### src/sv/rpmd_pkg.sv
// shared types, codes and constants of the rc pulse motor drive ramp
// no dependencies
package rpmd_pkg;

   localparam int TIMER_BITS       = 16;
   localparam int REVERSE_DWELL_MS = 100;
   localparam int DIV_W            = 23;
   localparam int DVS_W            = 16;
   localparam int CNT_W            = $clog2(DIV_W);

   localparam logic [11:0] RST_PULSE_MIN = 12'd1000;
   localparam logic [11:0] RST_PULSE_MAX = 12'd2000;
   localparam logic [11:0] RST_PULSE_MID = 12'd1500;
   localparam logic [9:0]  RST_DIR_BAND  = 10'd50;
   localparam logic [15:0] RST_RAMP_MS   = 16'd800;
   localparam logic [9:0]  RST_UPDATE_MS = 10'd15;
   localparam logic [15:0] RST_FAILSAFE  = 16'd200;
   localparam logic [6:0]  RST_MIN_RUN   = 7'd0;
   localparam logic [11:0] RST_FILTERED  = 12'd1000;

   typedef enum logic [1:0] {
      MODE_TICK = 2'd0,
      MODE_THR  = 2'd1,
      MODE_DIR  = 2'd2
   } mode_type;

   typedef enum logic [2:0] {
      REG_PULSE_MIN = 3'd0,
      REG_PULSE_MAX = 3'd1,
      REG_PULSE_MID = 3'd2,
      REG_DIR_BAND  = 3'd3,
      REG_RAMP_MS   = 3'd4,
      REG_UPDATE_MS = 3'd5,
      REG_FAILSAFE  = 3'd6,
      REG_MIN_RUN   = 3'd7
   } reg_type;

   typedef enum logic [2:0] {
      PH_IDLE     = 3'd0,
      PH_FAILSAFE = 3'd1,
      PH_REV_DOWN = 3'd2,
      PH_DWELL_A  = 3'd3,
      PH_DWELL_B  = 3'd4,
      PH_REV_UP   = 3'd5
   } phase_type;

   typedef enum logic [1:0] {
      ST_IDLE = 2'd0,
      ST_DIV  = 2'd1,
      ST_SEND = 2'd2
   } ctrl_type;

   typedef struct packed {
      logic exec;
      logic apply;
   } cmd_type;

   typedef struct packed {
      logic need_div;
      logic div_done;
   } stat_type;

   typedef struct packed {
      logic        busy_res;
      logic [11:0] smoothed_us;
      logic [6:0]  target_pct;
      logic        running;
      logic        dir_ccw;
      logic        enable_out;
      logic [7:0]  pwm_duty;
      logic [6:0]  drive_pct;
   } result_type;

   function automatic logic [TIMER_BITS-1:0] sat_inc(input logic [TIMER_BITS-1:0] v);
      logic [TIMER_BITS-1:0] r;
      r = (v == '1) ? v : v + 1'b1;
      return r;
   endfunction

endpackage

### src/sv/rc_pulse_motor_drive_ramp.sv
// an accepted item goes to ST_SEND, or first to ST_DIV when a map or ramp division runs
// next request taken only after the result transfer; divisions use the 23 bit serial divider
// one item in flight; configuration writes taken every cycle
// synchronous active high reset to reset values, divider data excepted; no clearing pass
// top level of the rc pulse motor drive ramp
// depends on rpmd_pkg, rpmd_ctrl, rpmd_dp
module rc_pulse_motor_drive_ramp (
   input  logic        clock,
   input  logic        reset,
   input  logic        req_tvalid,
   output logic        req_tready,
   input  logic [15:0] req_tdata,   // pulse_us
   input  logic [1:0]  req_tuser,   // mode
   output logic        rsp_tvalid,
   input  logic        rsp_tready,
   output logic [39:0] rsp_tdata,   // drive_pct, pwm_duty, enable_out, dir_ccw, running,
                                    // target_pct, smoothed_us, busy_res, zero pad
   input  logic        csr_valid,
   output logic        csr_ready,
   input  logic [2:0]  csr_index,
   input  logic [15:0] csr_data
);
   import rpmd_pkg::*;

   cmd_type    cmd;
   stat_type   stat;
   result_type result;

   assign csr_ready = 1'b1;

   rpmd_ctrl u_ctrl (
      .clock      (clock),
      .reset      (reset),
      .req_tvalid (req_tvalid),
      .req_tready (req_tready),
      .rsp_tvalid (rsp_tvalid),
      .rsp_tready (rsp_tready),
      .stat       (stat),
      .cmd        (cmd)
   );

   rpmd_dp u_dp (
      .clock     (clock),
      .reset     (reset),
      .cmd       (cmd),
      .stat      (stat),
      .req_mode  (req_tuser),
      .req_pulse (req_tdata),
      .csr_we    (csr_valid & csr_ready),
      .csr_index (csr_index),
      .csr_data  (csr_data),
      .result    (result)
   );

   assign rsp_tdata = {2'b00, result};

endmodule

### src/sv/rpmd_div.sv
// iterative restoring divider, one quotient bit per cycle
// depends on rpmd_pkg
module rpmd_div (
   input  logic                       clock,
   input  logic                       reset,
   input  logic                       start,
   input  logic [rpmd_pkg::DIV_W-1:0] dividend,
   input  logic [rpmd_pkg::DVS_W-1:0] divisor,
   output logic                       done,
   output logic [rpmd_pkg::DIV_W-1:0] quotient
);
   import rpmd_pkg::*;

   logic                 run_ff, run_in, done_ff, done_in;
   logic [CNT_W-1:0]     cnt_ff, cnt_in;
   logic [DVS_W-1:0]     rem_ff, rem_in, dvs_ff, dvs_in;
   logic [DIV_W-1:0]     quo_ff, quo_in;
   logic [DVS_W:0]       rem_sh, rem_sub;
   logic                 ge;

   assign rem_sh  = {rem_ff, quo_ff[DIV_W-1]};
   assign ge      = rem_sh >= {1'b0, dvs_ff};
   assign rem_sub = rem_sh - {1'b0, dvs_ff};

   always_comb begin
      run_in  = run_ff;
      done_in = 1'b0;
      cnt_in  = cnt_ff;
      rem_in  = rem_ff;
      quo_in  = quo_ff;
      dvs_in  = dvs_ff;
      if (start) begin
         run_in = 1'b1;
         cnt_in = '0;
         rem_in = '0;
         quo_in = dividend;
         dvs_in = divisor;
      end else if (run_ff) begin
         rem_in = ge ? rem_sub[DVS_W-1:0] : rem_sh[DVS_W-1:0];
         quo_in = {quo_ff[DIV_W-2:0], ge};
         cnt_in = cnt_ff + 1'b1;
         if (cnt_ff == CNT_W'(DIV_W - 1)) begin
            run_in  = 1'b0;
            done_in = 1'b1;
         end
      end
   end

   always_ff @(posedge clock) begin
      if (reset) begin
         run_ff  <= 1'b0;
         done_ff <= 1'b0;
      end else begin
         run_ff  <= run_in;
         done_ff <= done_in;
      end
   end

   always_ff @(posedge clock) begin
      cnt_ff <= cnt_in;
      rem_ff <= rem_in;
      quo_ff <= quo_in;
      dvs_ff <= dvs_in;
   end

   assign done     = done_ff;
   assign quotient = quo_ff;

endmodule

### src/sv/rpmd_dp.sv
// datapath: configuration, drive state, filter, map and ramp arithmetic
// depends on rpmd_pkg and rpmd_div
module rpmd_dp (
   input  logic                 clock,
   input  logic                 reset,
   input  rpmd_pkg::cmd_type    cmd,
   output rpmd_pkg::stat_type   stat,
   input  logic [1:0]           req_mode,
   input  logic [15:0]          req_pulse,
   input  logic                 csr_we,
   input  logic [2:0]           csr_index,
   input  logic [15:0]          csr_data,
   output rpmd_pkg::result_type result
);
   import rpmd_pkg::*;

   logic [11:0] pmin_ff, pmax_ff, pmid_ff;
   logic [9:0]  band_ff, updms_ff;
   logic [15:0] rampms_ff, fsafe_ff;
   logic [6:0]  minrun_ff;

   logic [11:0]           fw_ff, fw_in;
   logic [6:0]            tgt_ff, tgt_in, drv_ff, drv_in, rs_ff, rs_in, re_ff, re_in;
   logic                  turn_ff, turn_in, on_ff, on_in, run_ff, run_in, want_ff, want_in;
   logic [TIMER_BITS-1:0] sil_ff, sil_in, upd_ff, upd_in, el_ff, el_in;
   phase_type             ph_ff, ph_in;
   logic                  kmap_ff, kmap_in;

   logic                  need_div, div_done;
   logic [DIV_W-1:0]      dvd, quo;
   logic [DVS_W-1:0]      dvs;

   logic [15:0] clamp_lo;
   logic [11:0] w;
   logic [13:0] fw_sum;
   logic [11:0] fw_new, numd, dend;
   logic [18:0] numabs;
   logic        num_neg, den_neg, map_zero, dir_hi, dir_lo, want_v;
   logic [6:0]  rdiff;
   logic [22:0] rprod;
   logic [6:0]  qpct, qlow;
   logic [14:0] x255;
   logic [27:0] dprod;

   assign clamp_lo = (req_pulse < {4'd0, pmin_ff}) ? {4'd0, pmin_ff} : req_pulse;
   assign w        = (clamp_lo > {4'd0, pmax_ff}) ? pmax_ff : clamp_lo[11:0];
   assign fw_sum   = {fw_ff, 1'b0} + {2'd0, fw_ff} + {2'd0, w};
   assign fw_new   = fw_sum[13:2];
   assign num_neg  = fw_new < pmin_ff;
   assign den_neg  = pmax_ff < pmin_ff;
   assign numd     = num_neg ? pmin_ff - fw_new : fw_new - pmin_ff;
   assign dend     = den_neg ? pmin_ff - pmax_ff : pmax_ff - pmin_ff;
   assign numabs   = 19'(numd) * 19'd100;
   assign map_zero = (dend == '0) || (numd == '0) || (num_neg != den_neg);
   assign dir_hi   = {1'b0, w} > ({1'b0, pmid_ff} + {3'd0, band_ff});
   assign dir_lo   = ({1'b0, w} + {3'd0, band_ff}) < {1'b0, pmid_ff};
   assign want_v   = dir_hi ? 1'b1 : (dir_lo ? 1'b0 : turn_ff);
   assign rdiff    = (re_ff >= rs_ff) ? re_ff - rs_ff : rs_ff - re_ff;
   assign rprod    = 23'(rdiff) * 23'(el_in);
   assign qlow     = (quo > 23'd127) ? 7'd127 : quo[6:0];
   assign qpct     = (quo < 23'(minrun_ff)) ? 7'd0 : ((quo > 23'd100) ? 7'd100 : qlow);

   always_comb begin
      fw_in    = fw_ff;
      tgt_in   = tgt_ff;
      drv_in   = drv_ff;
      rs_in    = rs_ff;
      re_in    = re_ff;
      turn_in  = turn_ff;
      on_in    = on_ff;
      run_in   = run_ff;
      want_in  = want_ff;
      sil_in   = sil_ff;
      upd_in   = upd_ff;
      el_in    = el_ff;
      ph_in    = ph_ff;
      kmap_in  = kmap_ff;
      need_div = 1'b0;
      dvd      = '0;
      dvs      = '0;
      if (cmd.exec) begin
         priority case (req_mode)
            MODE_TICK: begin
               sil_in = sat_inc(sil_ff);
               case (ph_ff)
                  PH_FAILSAFE, PH_REV_DOWN, PH_REV_UP: begin
                     el_in  = sat_inc(el_ff);
                     upd_in = sat_inc(upd_ff);
                     if (el_in >= rampms_ff) begin
                        drv_in = re_ff;
                        if (ph_ff == PH_FAILSAFE) begin
                           on_in  = 1'b0;
                           run_in = 1'b0;
                           ph_in  = PH_IDLE;
                        end else if (ph_ff == PH_REV_DOWN) begin
                           ph_in = PH_DWELL_A;
                           el_in = '0;
                        end else begin
                           run_in = 1'b1;
                           ph_in  = PH_IDLE;
                        end
                     end else if (upd_in >= TIMER_BITS'(updms_ff)) begin
                        upd_in   = '0;
                        need_div = 1'b1;
                        kmap_in  = 1'b0;
                        dvd      = rprod;
                        dvs      = rampms_ff;
                     end
                  end
                  PH_DWELL_A: begin
                     el_in = sat_inc(el_ff);
                     if (el_in >= TIMER_BITS'(REVERSE_DWELL_MS)) begin
                        turn_in = want_ff;
                        ph_in   = PH_DWELL_B;
                        el_in   = '0;
                     end
                  end
                  PH_DWELL_B: begin
                     el_in = sat_inc(el_ff);
                     if (el_in >= TIMER_BITS'(REVERSE_DWELL_MS)) begin
                        if (tgt_ff != '0) begin
                           on_in = 1'b1;
                           if (drv_ff == tgt_ff) begin
                              run_in = 1'b1;
                              ph_in  = PH_IDLE;
                           end else begin
                              ph_in  = PH_REV_UP;
                              rs_in  = drv_ff;
                              re_in  = tgt_ff;
                              el_in  = '0;
                              upd_in = '0;
                           end
                        end else begin
                           ph_in = PH_IDLE;
                        end
                     end
                  end
                  default: begin
                     ph_in  = PH_IDLE;
                     upd_in = sat_inc(upd_ff);
                     if (sil_in > fsafe_ff) begin
                        if (drv_ff != '0) begin
                           ph_in  = PH_FAILSAFE;
                           rs_in  = drv_ff;
                           re_in  = '0;
                           el_in  = '0;
                           upd_in = '0;
                        end else if (run_ff) begin
                           on_in  = 1'b0;
                           run_in = 1'b0;
                        end
                     end else if (upd_in >= TIMER_BITS'(updms_ff)) begin
                        upd_in = '0;
                        if (drv_ff < tgt_ff) begin
                           drv_in = drv_ff + 1'b1;
                           on_in  = 1'b1;
                           run_in = 1'b1;
                        end else if (drv_ff > tgt_ff) begin
                           drv_in = drv_ff - 1'b1;
                           if (drv_in == '0) begin
                              on_in  = 1'b0;
                              run_in = 1'b0;
                           end
                        end
                     end
                  end
               endcase
            end
            MODE_THR: begin
               if (ph_ff == PH_IDLE && req_pulse != '0) begin
                  fw_in  = fw_new;
                  sil_in = '0;
                  if (map_zero) begin
                     tgt_in = '0;
                  end else begin
                     need_div = 1'b1;
                     kmap_in  = 1'b1;
                     dvd      = 23'(numabs);
                     dvs      = 16'(dend);
                  end
               end
            end
            MODE_DIR: begin
               if (ph_ff == PH_IDLE && req_pulse != '0 && !(sil_ff > fsafe_ff)
                   && want_v != turn_ff) begin
                  want_in = want_v;
                  el_in   = '0;
                  if (drv_ff == '0) begin
                     ph_in = PH_DWELL_A;
                  end else begin
                     ph_in  = PH_REV_DOWN;
                     rs_in  = drv_ff;
                     re_in  = '0;
                     upd_in = '0;
                  end
               end
            end
            default: begin
            end
         endcase
      end
      if (cmd.apply) begin
         if (kmap_ff) begin
            tgt_in = qpct;
         end else if (re_ff >= rs_ff) begin
            drv_in = rs_ff + quo[6:0];
         end else begin
            drv_in = rs_ff - quo[6:0];
         end
      end
   end

   rpmd_div u_div (
      .clock    (clock),
      .reset    (reset),
      .start    (need_div),
      .dividend (dvd),
      .divisor  (dvs),
      .done     (div_done),
      .quotient (quo)
   );

   always_ff @(posedge clock) begin
      if (reset) begin
         pmin_ff   <= RST_PULSE_MIN;
         pmax_ff   <= RST_PULSE_MAX;
         pmid_ff   <= RST_PULSE_MID;
         band_ff   <= RST_DIR_BAND;
         rampms_ff <= RST_RAMP_MS;
         updms_ff  <= RST_UPDATE_MS;
         fsafe_ff  <= RST_FAILSAFE;
         minrun_ff <= RST_MIN_RUN;
      end else if (csr_we) begin
         unique case (reg_type'(csr_index))
            REG_PULSE_MIN: pmin_ff   <= csr_data[11:0];
            REG_PULSE_MAX: pmax_ff   <= csr_data[11:0];
            REG_PULSE_MID: pmid_ff   <= csr_data[11:0];
            REG_DIR_BAND:  band_ff   <= csr_data[9:0];
            REG_RAMP_MS:   rampms_ff <= csr_data;
            REG_UPDATE_MS: updms_ff  <= csr_data[9:0];
            REG_FAILSAFE:  fsafe_ff  <= csr_data;
            REG_MIN_RUN:   minrun_ff <= csr_data[6:0];
         endcase
      end
   end

   always_ff @(posedge clock) begin
      if (reset) begin
         fw_ff   <= RST_FILTERED;
         tgt_ff  <= '0;
         drv_ff  <= '0;
         rs_ff   <= '0;
         re_ff   <= '0;
         turn_ff <= 1'b0;
         on_ff   <= 1'b1;
         run_ff  <= 1'b0;
         want_ff <= 1'b0;
         sil_ff  <= '0;
         upd_ff  <= '0;
         el_ff   <= '0;
         ph_ff   <= PH_IDLE;
         kmap_ff <= 1'b0;
      end else begin
         fw_ff   <= fw_in;
         tgt_ff  <= tgt_in;
         drv_ff  <= drv_in;
         rs_ff   <= rs_in;
         re_ff   <= re_in;
         turn_ff <= turn_in;
         on_ff   <= on_in;
         run_ff  <= run_in;
         want_ff <= want_in;
         sil_ff  <= sil_in;
         upd_ff  <= upd_in;
         el_ff   <= el_in;
         ph_ff   <= ph_in;
         kmap_ff <= kmap_in;
      end
   end

   // duty = drive*255/100 via reciprocal 5243/2^19
   assign x255  = {drv_ff, 8'd0} - {8'd0, drv_ff};
   assign dprod = 28'(x255) * 28'd5243;

   assign stat.need_div = need_div;
   assign stat.div_done = div_done;

   assign result.drive_pct   = drv_ff;
   assign result.pwm_duty    = dprod[26:19];
   assign result.enable_out  = on_ff;
   assign result.dir_ccw     = turn_ff;
   assign result.running     = run_ff;
   assign result.target_pct  = tgt_ff;
   assign result.smoothed_us = fw_ff;
   assign result.busy_res    = ph_ff != PH_IDLE;

endmodule

### src/sv/rpmd_ctrl.sv
// controller: sequences accept, division and result transfer
// depends on rpmd_pkg
module rpmd_ctrl (
   input  logic               clock,
   input  logic               reset,
   input  logic               req_tvalid,
   output logic               req_tready,
   output logic               rsp_tvalid,
   input  logic               rsp_tready,
   input  rpmd_pkg::stat_type stat,
   output rpmd_pkg::cmd_type  cmd
);
   import rpmd_pkg::*;

   ctrl_type state_ff, state_in;

   always_ff @(posedge clock) begin
      if (reset) begin
         state_ff <= ST_IDLE;
      end else begin
         state_ff <= state_in;
      end
   end

   always_comb begin
      state_in   = state_ff;
      req_tready = 1'b0;
      rsp_tvalid = 1'b0;
      cmd.exec   = 1'b0;
      cmd.apply  = 1'b0;
      unique case (state_ff)
         ST_IDLE: begin
            req_tready = 1'b1;
            if (req_tvalid) begin
               cmd.exec = 1'b1;
               state_in = stat.need_div ? ST_DIV : ST_SEND;
            end
         end
         ST_DIV: begin
            if (stat.div_done) begin
               cmd.apply = 1'b1;
               state_in  = ST_SEND;
            end
         end
         ST_SEND: begin
            rsp_tvalid = 1'b1;
            if (rsp_tready) begin
               state_in = ST_IDLE;
            end
         end
         default: state_in = ST_IDLE;
      endcase
   end

endmodule

### config.mk
export PLATFORM = sky130hd
export DESIGN_NAME = rc_pulse_motor_drive_ramp
export DESIGN_NICKNAME = d
export VERILOG_FILES = /design/src/sv/rpmd_pkg.sv /design/src/sv/rc_pulse_motor_drive_ramp.sv /design/src/sv/rpmd_div.sv /design/src/sv/rpmd_dp.sv /design/src/sv/rpmd_ctrl.sv
export SDC_FILE = /design/constraint.sdc
export NUM_CORES = 2
export LEC_CHECK = 0
export ABC_AREA = 1
export BUFFER_PORTS_ARGS = -buffer_cell sky130_fd_sc_hd__buf_2
export CAP_MARGIN = 10
export CORE_MARGIN = 2
export CORE_UTILIZATION = 30
export CTS_BUF_LIST = sky130_fd_sc_hd__clkbuf_8
export DETAILED_ROUTE_END_ITERATION = 6
export GPL_ROUTABILITY_DRIVEN = 0
export SLEW_MARGIN = 20
export SYNTH_ARGS = -nofsm -noshare
export SYNTH_HDL_FRONTEND = slang
export SYNTH_SLANG_ARGS = --single-unit
### constraint.sdc
create_clock -name clock -period 12 [get_ports clock]
set_input_delay 1.2 -clock clock [delete_from_list [all_inputs] [get_ports clock]]
set_output_delay 1.2 -clock clock [all_outputs]
set_load 0.02 [all_outputs]
==> key figures <==
Outcome
  – Run status: complete, no violations

Clock tree
  – Buffers inserted by post-CTS timing repair: 0
  – Clk slew on worst S/H paths: 60 ps
  – Maximum buffer depth of the clock tree: 3
  – TritonCTS clock tree: built
  – Maximum level of the CTS H-tree: 2
  – Root cell of the clock tree: clkbuf_8
  – CTS-repair resized insts: 0
  – Source-to-sink clock delay at the later pin of the worst-skew pair: 670 ps
  – Hold-fix buffer count after cts: 0
  – Sinks on the clock net: 255
  – Clock buffer count from CTS: 48

Layout
  – NumNets Final: just under 5000
  – Reg area: roughly 5500 µm²
  – Area growth from synthesis to layout: 10.48%
  – Area of the multi-input gates: 21220 µm²
  – Ratio of cells with drive above 1 in the final layout: 5.609%
  – Post-layout utilization of the core: 33.48%
  – Filler Cell Count: ~11000

Job
  – Number of violations of the max-capacitance limit: 0

Die
  – I/O pin cnt: 85
  – Area enclosed by the die boundary: around 100000 µm²
  – Die outline width: 319.5 µm
  – Number of cell rows: 115
  – Chip height: 319.5 µm
  – Area of the core region: 98560 µm²
  – Initial cell density of the core: 30.30%

Timing
  – Upper clock frequency limit: between 0.09 and 0.1 GHz
  – Smallest setup slack after layout: 1011 ps
  – Transition at the pin with the smallest max-transition slack: roughly 1100 ps
  – Max_slew headroom: 26.25%
  – Clock tree skew after final layout: around 46 ps
  – Ratio of final minimum period to clock period: 91.58%
  – Min Clock Period, post-route: between 10000 and 15000 ps
  – Number of hold violations in the final report: 0
  – Final setup violation count: 0
  – Unrepaired setup endpoints after global routing: true
  – Worst-case hold slack: 458.7 ps
  – Max-slew violation total from the final report: 0

Setup path
  – Start-to-end type of the worst setup path: flop to flop
  – Highest fanout seen on the critical path: 22
  – Cell with the largest stage delay on the worst path: fa_1
  – R2r startpoint: u_dp.pmin_ff[1]$_SDFFE_PP0P_
  – Endpoint of the worst setup timing path: u_dp.u_div.quotient[22]$_DFFE_PP_
  – Capturing point of the worst reg2reg path: u_dp.u_div.quotient[22]$_DFFE_PP_
  – Length in cells of the worst reg-to-reg path: 67
  – Startpoint of the worst setup timing path: u_dp.pmin_ff[1]$_SDFFE_PP0P_
  – Critical path startpoint category: flop
  – CP Capture Type: flop
  – Required time worst endpoint: between 10000 and 15000 ps
  – Max incr delay on CP: 550 ps
  – Data arrival time at the worst-slack endpoint: 11340 ps
  – Cell with the most instances on the worst path: nand2_1
  – Setup slack, reg-to-reg: between 1000 and 1500 ps

GRT
  – Wire length of the first global-routing pass: 143200 µm
  – Congestion Overflow GR: 0
  – Maximum number of pins on one net before global-route repair: 77
  – Combined global-route utilization of all metal layers: 17.28%
  – Initial antenna violation count: 3
  – Via count of the first global-routing pass: 26490

Synthesis
  – Synth Warn #: 0
  – Library cell occupying the most area in the post-synthesis netlist: ha_1
  – Synthesized cell area: 29870 µm²
  – Main area contributors after synthesis: ha_1 (18%), dfxtp_1 (14%), fa_1 (11%)
  – Number of cells produced by synthesis: 4181
  – Synthesized area per cell: 7.144 µm²
  – Number of synthesized register bits: around 260
  – Netlist cell types: 57
  – Sequential fraction of the synthesis area: 18.40%
  – Most used flip-flop cell after synthesis: dfxtp_1
  – Number of enable-type register cells in the synthesized netlist: 39
  – Fraction of registers with async set or reset after synthesis: 0%
  – Top cell type's share of synthesized area: between 10% and 20%

Placement
  – Placement-stage worst setup slack: 177.5 ps
  – Total half-perimeter wirelength after legalization and detailed placement: 71350 µm
  – # port buffers: 81

Hold path
  – Hold/Removal Path Class: flop to flop
  – Depth of the worst hold-timing path: 2

Power and ir drop
  – Internal power of the cells: 3256 µW
  – Comb power frac: 67.1%
  – Leakage component of the power: approximately 0.017 µW
  – Power density over cell area: around 200 nW/µm²
  – Maximum ir drop on the vdd rail: about 0.00042 V
  – Clock network power share: 17.2%
  – Switching share of total power: 49.51%
  – Sw Pwr: 3193 µW
  – Sequential share of power: 15.7%

Route
  – Post-DR wirelength/cell: approximately 16 µm
  – DRC errors left: 0
  – Number of DRC markers in iteration 0: ~2200
  – Wire length reported by the detailed router: 89070 µm
  – Total vias in the final route: approximately 27000
  – Number of optimization iterations in the first detailed-route pass: 6
  – Vias per inst: slightly below 5
  – Antenna violation net count after detailed routing: 0
## per-stage QoR
stage / instances / instance area, µm² / power (µW) / TNS (ps)
2_1_floorplan: 4182 / 29870 / 4269 / 0
3_3_place_gp: 5476 / 31720 / 5259 / 0
3_5_place_dp: 5476 / 31720 / 5319 / 0
4_1_cts: 5565 / 32940 / 6475 / 0
5_1_grt: 5567 / 33000 / 7164 / -44.40
6_report: 5567 / 33000 / 6448 / 0
## cell families (layout without fill, tap and decap cells)
group                    count (synthesis)  count (layout)  share of synthesized area [%]
AND/OR/NAND/NOR                       1453            1453                          20.37
AO/OA/AOI/OAI                          879             879                          16.71
buffers and inverters                  835             932                          10.70
adder cells (fa/ha/maj)                590             590                          28.86
flip-flops                             255             255                          18.40
XOR/XNOR                               161             161                          4.721
multiplexers                             6               6                         0.2011
other                                    2               4                        0.02514
## metal layers
metal	vias to the layer above	routed length, µm	GRT usage (%)
met5	-	26	0
li1	13850	-	-
met4	4	2143	4.969
met2	771	39440	27.85
met3	112	5390	2.349
met1	12700	42070	23.98
## layout make-up
class | instances | share of cell area, %
Multi-Input combinational cell | 3092 | 64.30
Sequential cell | 255 | 16.65
Inverter | 720 | 8.194
Tap cell | 1287 | 4.880
Clock buffer | 56 | 2.336
Timing Repair Buffer | 123 | 2.245
Clock inverter | 33 | 1.388
Antenna cell | 1 | 0.007584
## Yosys cell counts (all sizes together), types with 2 or more instances
| cell | n |
|---|---|
| a211oi | 6 |
| a21boi | 37 |
| a21o | 19 |
| a21oi | 397 |
| a221oi | 3 |
| a31oi | 20 |
| and2 | 3 |
| and3 | 3 |
| buf | 29 |
| clkbuf | 86 |
| clkinv | 7 |
| conb | 2 |
| dfxtp | 216 |
| edfxtp | 39 |
| fa | 165 |
| ha | 425 |
| inv | 713 |
| mux2i | 6 |
| nand2 | 837 |
| nand3 | 182 |
| nand3b | 2 |
| nand4 | 60 |
| nor2 | 287 |
| nor3 | 50 |
| nor3b | 2 |
| nor4 | 19 |
| o2111ai | 14 |
| o211ai | 76 |
| o21a | 18 |
| o21ai | 238 |
| o21bai | 11 |
| o221ai | 3 |
| o22ai | 29 |
| o31ai | 3 |
| or2 | 6 |
| or4 | 2 |
| xnor2 | 37 |
| xor2 | 124 |
## flip-flops by register name (all words and copies together) (netlist names), 16 cells and up
name,cells
u_dp.upd_ff,16
u_dp.sil_ff,16
u_dp.fsafe_ff,16
u_dp.u_div.quotient,23
u_dp.rampms_ff,16
u_dp.u_div.rem_ff,16
u_dp.el_ff,16
u_dp.u_div.dvs_ff,16
## cells in the final DEF (no fill, tap or decap), types with 11 or more instances in the layout
| cell | n |
|---|---|
| fa_1 | 165 |
| inv_1 | 717 |
| buf_4 | 41 |
| nor4_1 | 18 |
| o22ai_1 | 29 |
| a21oi_1 | 396 |
| xor2_1 | 124 |
| xnor2_1 | 37 |
| buf_2 | 81 |
| o21a_1 | 18 |
| nand2_2 | 13 |
| nor3_1 | 49 |
| nand3_1 | 178 |
| nor2_1 | 284 |
| edfxtp_1 | 39 |
| a21boi_0 | 31 |
| ha_1 | 425 |
| nand4_1 | 59 |
| nand2_1 | 824 |
| a21o_1 | 19 |
| clkbuf_8 | 56 |
| o21bai_1 | 11 |
| o2111ai_1 | 14 |
| a31oi_1 | 20 |
| bufinv_16 | 11 |
| o211ai_1 | 76 |
| o21ai_0 | 234 |
| dfxtp_1 | 216 |
## worst min-delay path by stage
stage	startpoint	endpoint
CTS	u_dp.want_ff$_SDFFE_PP0P_	u_dp.want_ff$_SDFFE_PP0P_
global placement	u_dp.on_ff$_SDFFE_PP1P_	u_dp.on_ff$_SDFFE_PP1P_
global route	u_dp.minrun_ff[2]$_SDFFE_PP0P_	u_dp.minrun_ff[2]$_SDFFE_PP0P_
finish	u_dp.on_ff$_SDFFE_PP1P_	u_dp.on_ff$_SDFFE_PP1P_
detailed placement	u_dp.want_ff$_SDFFE_PP0P_	u_dp.want_ff$_SDFFE_PP0P_
floorplan	u_dp.want_ff$_SDFFE_PP0P_	u_dp.want_ff$_SDFFE_PP0P_
## power by group through the flow
stage / clock (µW) / sequential [µW] / combinational, µW
detailed placement: 0 / 1030 / 4290
global route: 1170 / 1020 / 4970
global placement: 0 / 1030 / 4230
floorplan: 0 / 1010 / 3260
finish: 1110 / 1010 / 4330
CTS: 1140 / 1010 / 4330
## critical path, delay by kind of cell (launching register included)
family / cells / cell delay, ps
AOI/OAI and AO/OA: 9 / 1290
xor gates and xnor gates: 2 / 290
adders and majority gates: 10 / 3920
buffers and inverters: 7 / 980
DFF: 1 / 540
and+or+nand+nor: 39 / 3650
No activity file was read; power rests on OpenSTA's default activity.
